[src/sv/matrix_vector_multiply_defines.svh]
// assertion macros used by mvm_dp
`ifndef MATRIX_VECTOR_MULTIPLY_DEFINES_SVH
`define MATRIX_VECTOR_MULTIPLY_DEFINES_SVH

// same-cycle implication, checked out of reset
`define MVM_ASSERT_NOW(lbl, ante, cons) \
  lbl: assert property (@(posedge clk) disable iff (!rst_n) (ante) |-> (cons)) \
    else $error("mvm check failed");

// next-cycle implication, checked out of reset
`define MVM_ASSERT_NEXT(lbl, ante, cons) \
  lbl: assert property (@(posedge clk) disable iff (!rst_n) (ante) |=> (cons)) \
    else $error("mvm check failed");

`endif

[src/sv/mvm_pkg.sv]
`default_nettype none

package mvm_pkg;

  localparam int SUM_W      = 48;
  localparam int ROW_IDX_W  = 12;
  localparam int NUM_COLS_W = 11;
  localparam int NUM_ROWS_W = 13;
  localparam int CFG_DATA_W = 13;
  localparam int CFG_IDX_W  = 2;

  // register indexes
  localparam logic [CFG_IDX_W-1:0] CFG_NUM_COLS = 2'd0;
  localparam logic [CFG_IDX_W-1:0] CFG_NUM_ROWS = 2'd1;

  // input word kinds
  localparam logic ACT_LOAD   = 1'b0;
  localparam logic ACT_MATRIX = 1'b1;

  // controller to datapath command
  typedef struct packed {
    logic load;      // write vector slot, clear the sum
    logic mac;       // multiply-accumulate one matrix element
    logic row_done;  // this element closes its row
    logic last;      // the row closed is the final one
  } mvm_cmd_t;

endpackage

`default_nettype wire

[src/sv/mvm_ctrl.sv]
`default_nettype none

module mvm_ctrl #(
  parameter int MAX_COLS = 1024,
  parameter int MAX_ROWS = 4096,
  localparam int CAW = (MAX_COLS > 1) ? $clog2(MAX_COLS) : 1,
  localparam int RAW = (MAX_ROWS > 1) ? $clog2(MAX_ROWS) : 1
) (
  input  logic                            clk,
  input  logic                            rst_n,
  input  logic                            start,
  input  logic                            in_action,
  output logic                            busy,
  input  logic                            cfg_we,
  input  logic [mvm_pkg::CFG_IDX_W-1:0]   cfg_index,
  input  logic [mvm_pkg::CFG_DATA_W-1:0]  cfg_wdata,
  output mvm_pkg::mvm_cmd_t               cmd,
  output logic [CAW-1:0]                  wr_addr,
  output logic [CAW-1:0]                  rd_addr,
  output logic [RAW-1:0]                  row_idx
);

  localparam int CCW = $clog2(MAX_COLS + 1);
  localparam int RCW = $clog2(MAX_ROWS + 1);

  logic [mvm_pkg::NUM_COLS_W-1:0] num_cols_r;
  logic [mvm_pkg::NUM_ROWS_W-1:0] num_rows_r;
  logic [CAW-1:0] load_r, load_nxt;
  logic [CAW-1:0] col_r, col_nxt;
  logic [RAW-1:0] row_r, row_nxt;
  logic           busy_r;

  logic [CCW-1:0] cols_eff, load_inc, col_inc;
  logic [RCW-1:0] rows_eff, row_inc;
  logic [CAW-1:0] load_pos;
  logic [RAW-1:0] row_sel;
  logic           accept, row_done, is_last;

  always_comb begin
    if (num_cols_r == '0) begin
      cols_eff = CCW'(1);
    end else if (32'(num_cols_r) > MAX_COLS) begin
      cols_eff = CCW'(MAX_COLS);
    end else begin
      cols_eff = CCW'(num_cols_r);
    end
    if (num_rows_r == '0) begin
      rows_eff = RCW'(1);
    end else if (32'(num_rows_r) > MAX_ROWS) begin
      rows_eff = RCW'(MAX_ROWS);
    end else begin
      rows_eff = RCW'(num_rows_r);
    end
  end

  assign accept = start && !busy_r;

  always_comb begin
    // load slot restarts when the size shrank below it
    load_pos = (CCW'(load_r) >= cols_eff) ? '0 : load_r;
    load_inc = CCW'(load_pos) + CCW'(1);
    col_inc  = CCW'(col_r) + CCW'(1);
    row_done = (col_inc >= cols_eff);
    row_sel  = (RCW'(row_r) >= rows_eff) ? RAW'(rows_eff - RCW'(1)) : row_r;
    row_inc  = RCW'(row_sel) + RCW'(1);
    is_last  = (row_inc >= rows_eff);

    load_nxt = load_r;
    col_nxt  = col_r;
    row_nxt  = row_r;
    if (accept && (in_action == mvm_pkg::ACT_LOAD)) begin
      load_nxt = (load_inc >= cols_eff) ? '0 : CAW'(load_inc);
      col_nxt  = '0;
      row_nxt  = '0;
    end else if (accept) begin
      if (row_done) begin
        col_nxt = '0;
        row_nxt = is_last ? '0 : RAW'(row_inc);
      end else begin
        col_nxt = CAW'(col_inc);
      end
    end
  end

  always_comb begin
    cmd.load     = accept && (in_action == mvm_pkg::ACT_LOAD);
    cmd.mac      = accept && (in_action == mvm_pkg::ACT_MATRIX);
    cmd.row_done = row_done;
    cmd.last     = is_last;
  end

  // prefetch: read address is the column the next word will use
  assign rd_addr = col_nxt;
  assign wr_addr = load_pos;
  assign row_idx = row_sel;
  assign busy    = busy_r;

  always_ff @(posedge clk) begin
    if (!rst_n) begin
      num_cols_r <= mvm_pkg::NUM_COLS_W'(1);
      num_rows_r <= mvm_pkg::NUM_ROWS_W'(1);
      load_r     <= '0;
      col_r      <= '0;
      row_r      <= '0;
      busy_r     <= 1'b1;
    end else begin
      load_r <= load_nxt;
      col_r  <= col_nxt;
      row_r  <= row_nxt;
      busy_r <= 1'b0;
      if (cfg_we) begin
        unique case (cfg_index)
          mvm_pkg::CFG_NUM_COLS: num_cols_r <= cfg_wdata[mvm_pkg::NUM_COLS_W-1:0];
          mvm_pkg::CFG_NUM_ROWS: num_rows_r <= cfg_wdata[mvm_pkg::NUM_ROWS_W-1:0];
          default: ;
        endcase
      end
    end
  end

endmodule

`default_nettype wire

[config.mk]
export PLATFORM = sky130hd
export DESIGN_NAME = mvm_ctrl
export DESIGN_NICKNAME = d
export VERILOG_FILES = /design/src/sv/matrix_vector_multiply_defines.svh /design/src/sv/mvm_pkg.sv /design/src/sv/mvm_ctrl.sv
export SDC_FILE = /design/constraint.sdc
export NUM_CORES = 1
export LEC_CHECK = 0
export ABC_AREA = 0
export BUFFER_PORTS_ARGS = -buffer_cell sky130_fd_sc_hd__buf_2
export CAP_MARGIN = 20
export CORE_MARGIN = 2
export CORE_UTILIZATION = 35
export CTS_CLUSTER_DIAMETER = 30
export DETAILED_ROUTE_END_ITERATION = 8
export GPL_ROUTABILITY_DRIVEN = 0
export PLACE_DENSITY = 0.55
export SETUP_SLACK_MARGIN = 0.1
export SLEW_MARGIN = 20
export SYNTH_ARGS = -nofsm -noshare
export SYNTH_HDL_FRONTEND = slang
export SYNTH_SLANG_ARGS = --single-unit
[constraint.sdc]
create_clock -name clk -period 5.9 [get_ports clk]
set_clock_uncertainty 0.15 [all_clocks]
set_input_delay 0.59 -clock clk [delete_from_list [all_inputs] [get_ports clk]]
set_output_delay 0.59 -clock clk [all_outputs]
set_load 0.05 [all_outputs]
; ---- Yosys cells after proc, flatten, opt, wreduce, memory -nomap -nowiden
; Cells that the tools add are included.
; Widths: inputs -> output; s select.
[totals]
inputBits = 20
register_bits = 57
elab_cells = 43
out_inout_bits = 37
[op_classes]
mux = 12
reduce_logical = 11
eq_ne = 1
addsub = 4
bitwise = 2
n_lt_le_gt_ge = 7
[ops]
columns = op, count
row1 = $mux 10, 5
row2 = $mux 13, 2
row3 = $mux 12, 2
row4 = $add 10x1->11 const B, 2
row5 = $ge 11x11->1, 2
row6 = $mux 11, 2
row7 = $add 12x1->13 const B, 1
row8 = $ge 12x13->1, 1
row9 = $ge 13x13->1, 1
row10 = $gt 13x13->1 const B, 1
row11 = $logic_not 13->1, 1
row12 = $sub 12x1->12 const B, 1
row13 = $ge 10x11->1, 1
row14 = $gt 11x11->1 const B, 1
row15 = $logic_not 11->1, 1
row16 = $reduce_and 2->1, 3
row17 = $logic_and 1x1->1, 3
row18 = $eq 2x1->1 const B, 1
row19 = $logic_not 2->1, 1
row20 = $not 1->1, 2
row21 = $reduce_or 2->1, 1
row22 = $logic_not 1->1, 1
row23 = $mux 1, 1

; ---- Longest topological paths before layout
[logic_depth]
word_depth = 8
mapped_depth = 27
depth_no_buf = 26

; ---- Worst setup path before layout
; No wires, ideal clock.
[synth_timing]
kind = reg-to-reg
startpoint = register num_rows_r[4] (netlist bit)
endpoint = register row_r[10]
stages_incl_launch_ff = 25
synth_period_minus_slack_ps = 6630
setup_time_ps = 61
path_slack_ps = -730
arrival_ps = 6419
required_ps = 5689
path_buffers = 3
cell_sequence = dfxtp_1 > clkbuf_1 > nor3_1 > a41oi_1 > nor2_1 > ha_1 > nor2b_1 > o21ai_0 > nand4_1 > a31oi_1 > buf_2 > nor2_1 > a21oi_1 > ha_1 > clkbuf_1 > a21oi_1 > a21oi_1 > ha_1 > a21o_1 > a21o_1 > a21o_1 > a221oi_1 > o21ai_1 > nor3_1 > a22o_1
[synth_between]
elab_chain_cells = 8
word_cells_on_any_way = 10
cone_classes = add/sub: 2 / order compare: 3 / mux: 4 / reduce/logical: 1
[synth_lines]
columns = element, line_no
row1 = start: declaration, mvm_ctrl.sv:27  ; logic [mvm_pkg::NUM_ROWS_W-1:0] num_rows_r;
row2 = start signal: assignment, mvm_ctrl.sv:101  ; num_rows_r <= mvm_pkg::NUM_ROWS_W'(1);
row3 = start signal: assignment, mvm_ctrl.sv:114  ; mvm_pkg::CFG_NUM_ROWS: num_rows_r <= cfg_wdata[mvm_pkg::NUM_ROWS_W-1:0];
row4 = $gt 13x13->1, mvm_ctrl.sv:49  ; end else if (32'(num_rows_r) > MAX_ROWS) begin
row5 = $mux 13, mvm_ctrl.sv:49
row6 = $mux 13 (*), mvm_ctrl.sv:47  ; if (num_rows_r == '0) begin
row7 = $sub 12x1->12 / $ge 12x13->1 (equally long branches), mvm_ctrl.sv:64  ; row_sel = (RCW'(row_r) >= rows_eff) ? RAW'(rows_eff - RCW'(1)) : row_r;
row8 = $mux 12 (*), mvm_ctrl.sv:64
row9 = via row_idx[0], mvm_ctrl.sv:20  ; output logic [RAW-1:0] row_idx
row10 = $add 12x1->13 (*), mvm_ctrl.sv:65  ; row_inc = RCW'(row_sel) + RCW'(1);
row11 = $ge 13x13->1 (*), mvm_ctrl.sv:66  ; is_last = (row_inc >= rows_eff);
row12 = via is_last, mvm_ctrl.sv:37  ; logic accept, row_done, is_last;
row13 = $mux 12 (*), mvm_ctrl.sv:78  ; row_nxt = is_last ? '0 : RAW'(row_inc);
row14 = end signal: assignment, mvm_ctrl.sv:109  ; row_r <= row_nxt;
row15 = end: declaration, mvm_ctrl.sv:30  ; logic [RAW-1:0] row_r, row_nxt;
; Mark *: on every way through the listed nets, which the timed path passes. The rest lies on a longest branch.
; A chain may end at the register's enable or synchronous reset.

==> results.md <==
* Yosys reg bits at 57
* Final HPWL DP at 9600 µm
* Num rows at 41
* Initial antenna violation count at 1
* Worst hold path type: reg2reg
* Worst-path clk slew at 0.05 ns
* Seq/Total Area, Yosys at 0.2548
* Clock Sinks at 57
* LEAKAGE at 2.333 nW
* Period utilisation layout at 0.9354
* Multi-input logic area at 0.003317 mm²
* # setup viols final at 0
* Syn-to-layout area delta at 19.89%
* Fin crit period at 5.519 ns
* MaxCap Viol Count at 0
* Share of cells above drive strength 1 at 0.1866
* Rel. slew slack at 0.2699
* TritonCTS clock tree: done
* DRC violations left at 0
* CP Data Arrival Time at 4.78 ns
* Slew @ Worst Pin at 1.090 ns
* Peak VDD IR at 129.3 µV
* H-tree depth at 3
* Post-route total power at 0.001476 W
* Iteration-0 DRC Markers at 281
* Vias in the first global route at 3920
* Starting density of the core at 0.3563
* Fmax at 181.2 MHz
* First-pass detailed-route iteration total at 4
* Crit-path max FO at 9
* Most used flip-flop cell after synthesis: dfxtp_1
* Die Span X at 117.1 µm
* Largest net degree at the start of global routing at 25
* Port Buf Inserts at 56
* Crit path launch type: register
* Crit Path Category: reg2out
* Xor/xnor share of the synthesized area at 0.04890
* Total Nets Final at 688
* Yosys cell types at 60
* Synthesized net count at 631
* Mean number of vias per cell at 5.323
* Grt total ovfl at 0
* Post-synthesis adder-cell area fraction at 0.1704
* Count leader, synth: nand2_1
* Status: completed
* Ys async rst share at 0
* Mux cell area share after synthesis at 0.05393
* Synth warn at 0
* First-pass GRT wire length at 19840 µm
* Fill count at 1267
* Clk_lat worst skew at 0.33 ns
* All-Layer GR Usage at 0.1857
* Core Area at 0.01257 mm²
* Syn Area/Cell at 8.142 µm²
* Vias at 4173
* Number of synthesized flops with an enable pin at 0
* Main combinational cell family by area after synthesis: simple AND/OR/NAND/NOR gates
* Final Max Tran Viols at 0
* Die ar. at 0.01371 mm²
* Syn Inst Count at 550
* CP Capture Type: output pin
* Worst EP required at 5.16 ns
* Hold Fails Final Rpt at 0
* Post-Synthesis Cell Area at 0.004478 mm²
* Die span in y at 117.1 µm
* Area leader, netlist: dfxtp_1
* Routed Antenna Nets at 0
* Top cells by instance count after synthesis: nand2_1 (74), ha_1 (61), dfxtp_1 (57), nor2_1 (51), a21oi_1 (37)
* Detail-routed net length per standard cell at 15.62 µm
* Hold buffers post-CTS at 0
* Sequential cell area at 0.001141 mm²
* Setup tns final at 0 ns
* I/O Pins at 57
* CTS Buf Count at 9
* Ranking of synthesized cells by area: dfxtp_1 (25%), ha_1 (17%), nand2_1 (6.2%), nor2_1 (4.3%), a21oi_1 (4.1%)
* Clock buffer depth at 2
* Post-synthesis simple-gate area fraction at 0.2501
* Post-synth top area share at 0.2548
* Total Wirelength at 12240 µm
* Root Driver: clkbuf_16
* RSZ-0062 raised after global routing: true
* Cell area power density at 274.9 mW/mm²
* Synth Area in Compound Gates at 0.1947
timing repair:
item,in CTS,in global routing
pin swaps,0,2
setup endpoints to repair,1,2
buffers inserted,0,1
hold endpoints to repair,0,0
resized for setup,1,12
cells in the final DEF (no fill, tap or decap), types with 7 or more instances in the layout:
master      n
nor2b_1    17
nand3_1    19
dfxtp_1    57
and2_1     11
mux2_2      9
xnor2_1    17
xor2_1      7
nand2_1    74
a21oi_1    34
buf_2      56
o21ai_0    15
clkbuf_16   9
a21o_1     14
mux2i_1    13
and3_1      7
nand2b_1    8
buf_4       8
inv_1      10
nor2_1     49
ha_1       60
a22o_1     18
state kept, by name (all words and copies together) (netlist names):
register    count
num_rows_r     13
load_r         10
col_r          10
num_cols_r     11
busy            1
row_r          12
per-layer routing:
layer / routed length (µm) / GRT usage / vias to the layer above
met1: 6038 / 0.2596 / 1954
li1: - / - / 2118
met2: 5418 / 0.2848 / 86
met5: 11 / 0 / -
met3: 597 / 0.03811 / 13
met4: 177 / 0.06431 / 2
final timing paths:
path,start,depth (start not counted),endpoint,slack [ns]
worst min register to register,row_r[0],2,row_r[0],0.35
worst max-delay path,num_rows_r[3],20,cmd[0],0.38
worst max register to register,num_cols_r[6],27,load_r[7],0.63
worst min-delay path,row_r[0],2,row_r[0],0.35
worst max-delay path, cell delays in order, from the launching register on:
cell	delay [ns]
dfxtp_1	0.37
nor4_1	0.29
buf_4	0.19
a41oi_1	0.13
nor2_2	0.18
buf_4	0.19
inv_1	0.05
ha_1	0.32
nor2b_1	0.21
a31oi_1	0.17
o21a_1	0.20
nand4_2	0.16
mux2i_2	0.29
a21oi_1	0.14
ha_1	0.31
a21o_1	0.16
a21o_1	0.17
a21o_1	0.17
a221oi_1	0.34
o21ai_2	0.17
buf_2	0.24
report_power, final:
part,switching (W),internal [W],total [W]
Combinational,0.000356,0.000184,0.000540
Sequential,0.0000124,0.000396,0.000408
Clock,0.000182,0.000346,0.000528
per-stage QoR:
step	instances	util	cell area (µm²)	setup slack (ns)	hold slack [ns]
finish	784	0.4272	5369	0.3810	0.3512
global route	783	0.4270	5366	0.05008	0.3707
CTS	782	0.4219	5303	0.1106	0.3459
detailed placement	767	0.3982	5005	0.3893	0.3449
global placement	767	0.3982	5005	0.4937	0.3406
floorplan	550	-	4521	0.2080	0.3085
layout make-up:
cell class / count / area share
clock inverter: 3 / 0.007457
tap: 172 / 0.04008
clock buffer: 12 / 0.04777
sequential: 57 / 0.2125
antenna: 1 / 0.0004661
timing repair buffer: 65 / 0.06549
inverter: 11 / 0.008390
multi-input combinational: 463 / 0.6178
logic make-up after synthesis:
family                   after synthesis
AND/OR/NAND/NOR                      225
AO/OA/AOI/OAI                        129
adder cells (fa/ha/maj)               61
flip-flops                            57
buffers and inverters                 30
XOR/XNOR                              25
multiplexers                          23
No activity file was read; power rests on OpenSTA's default activity.
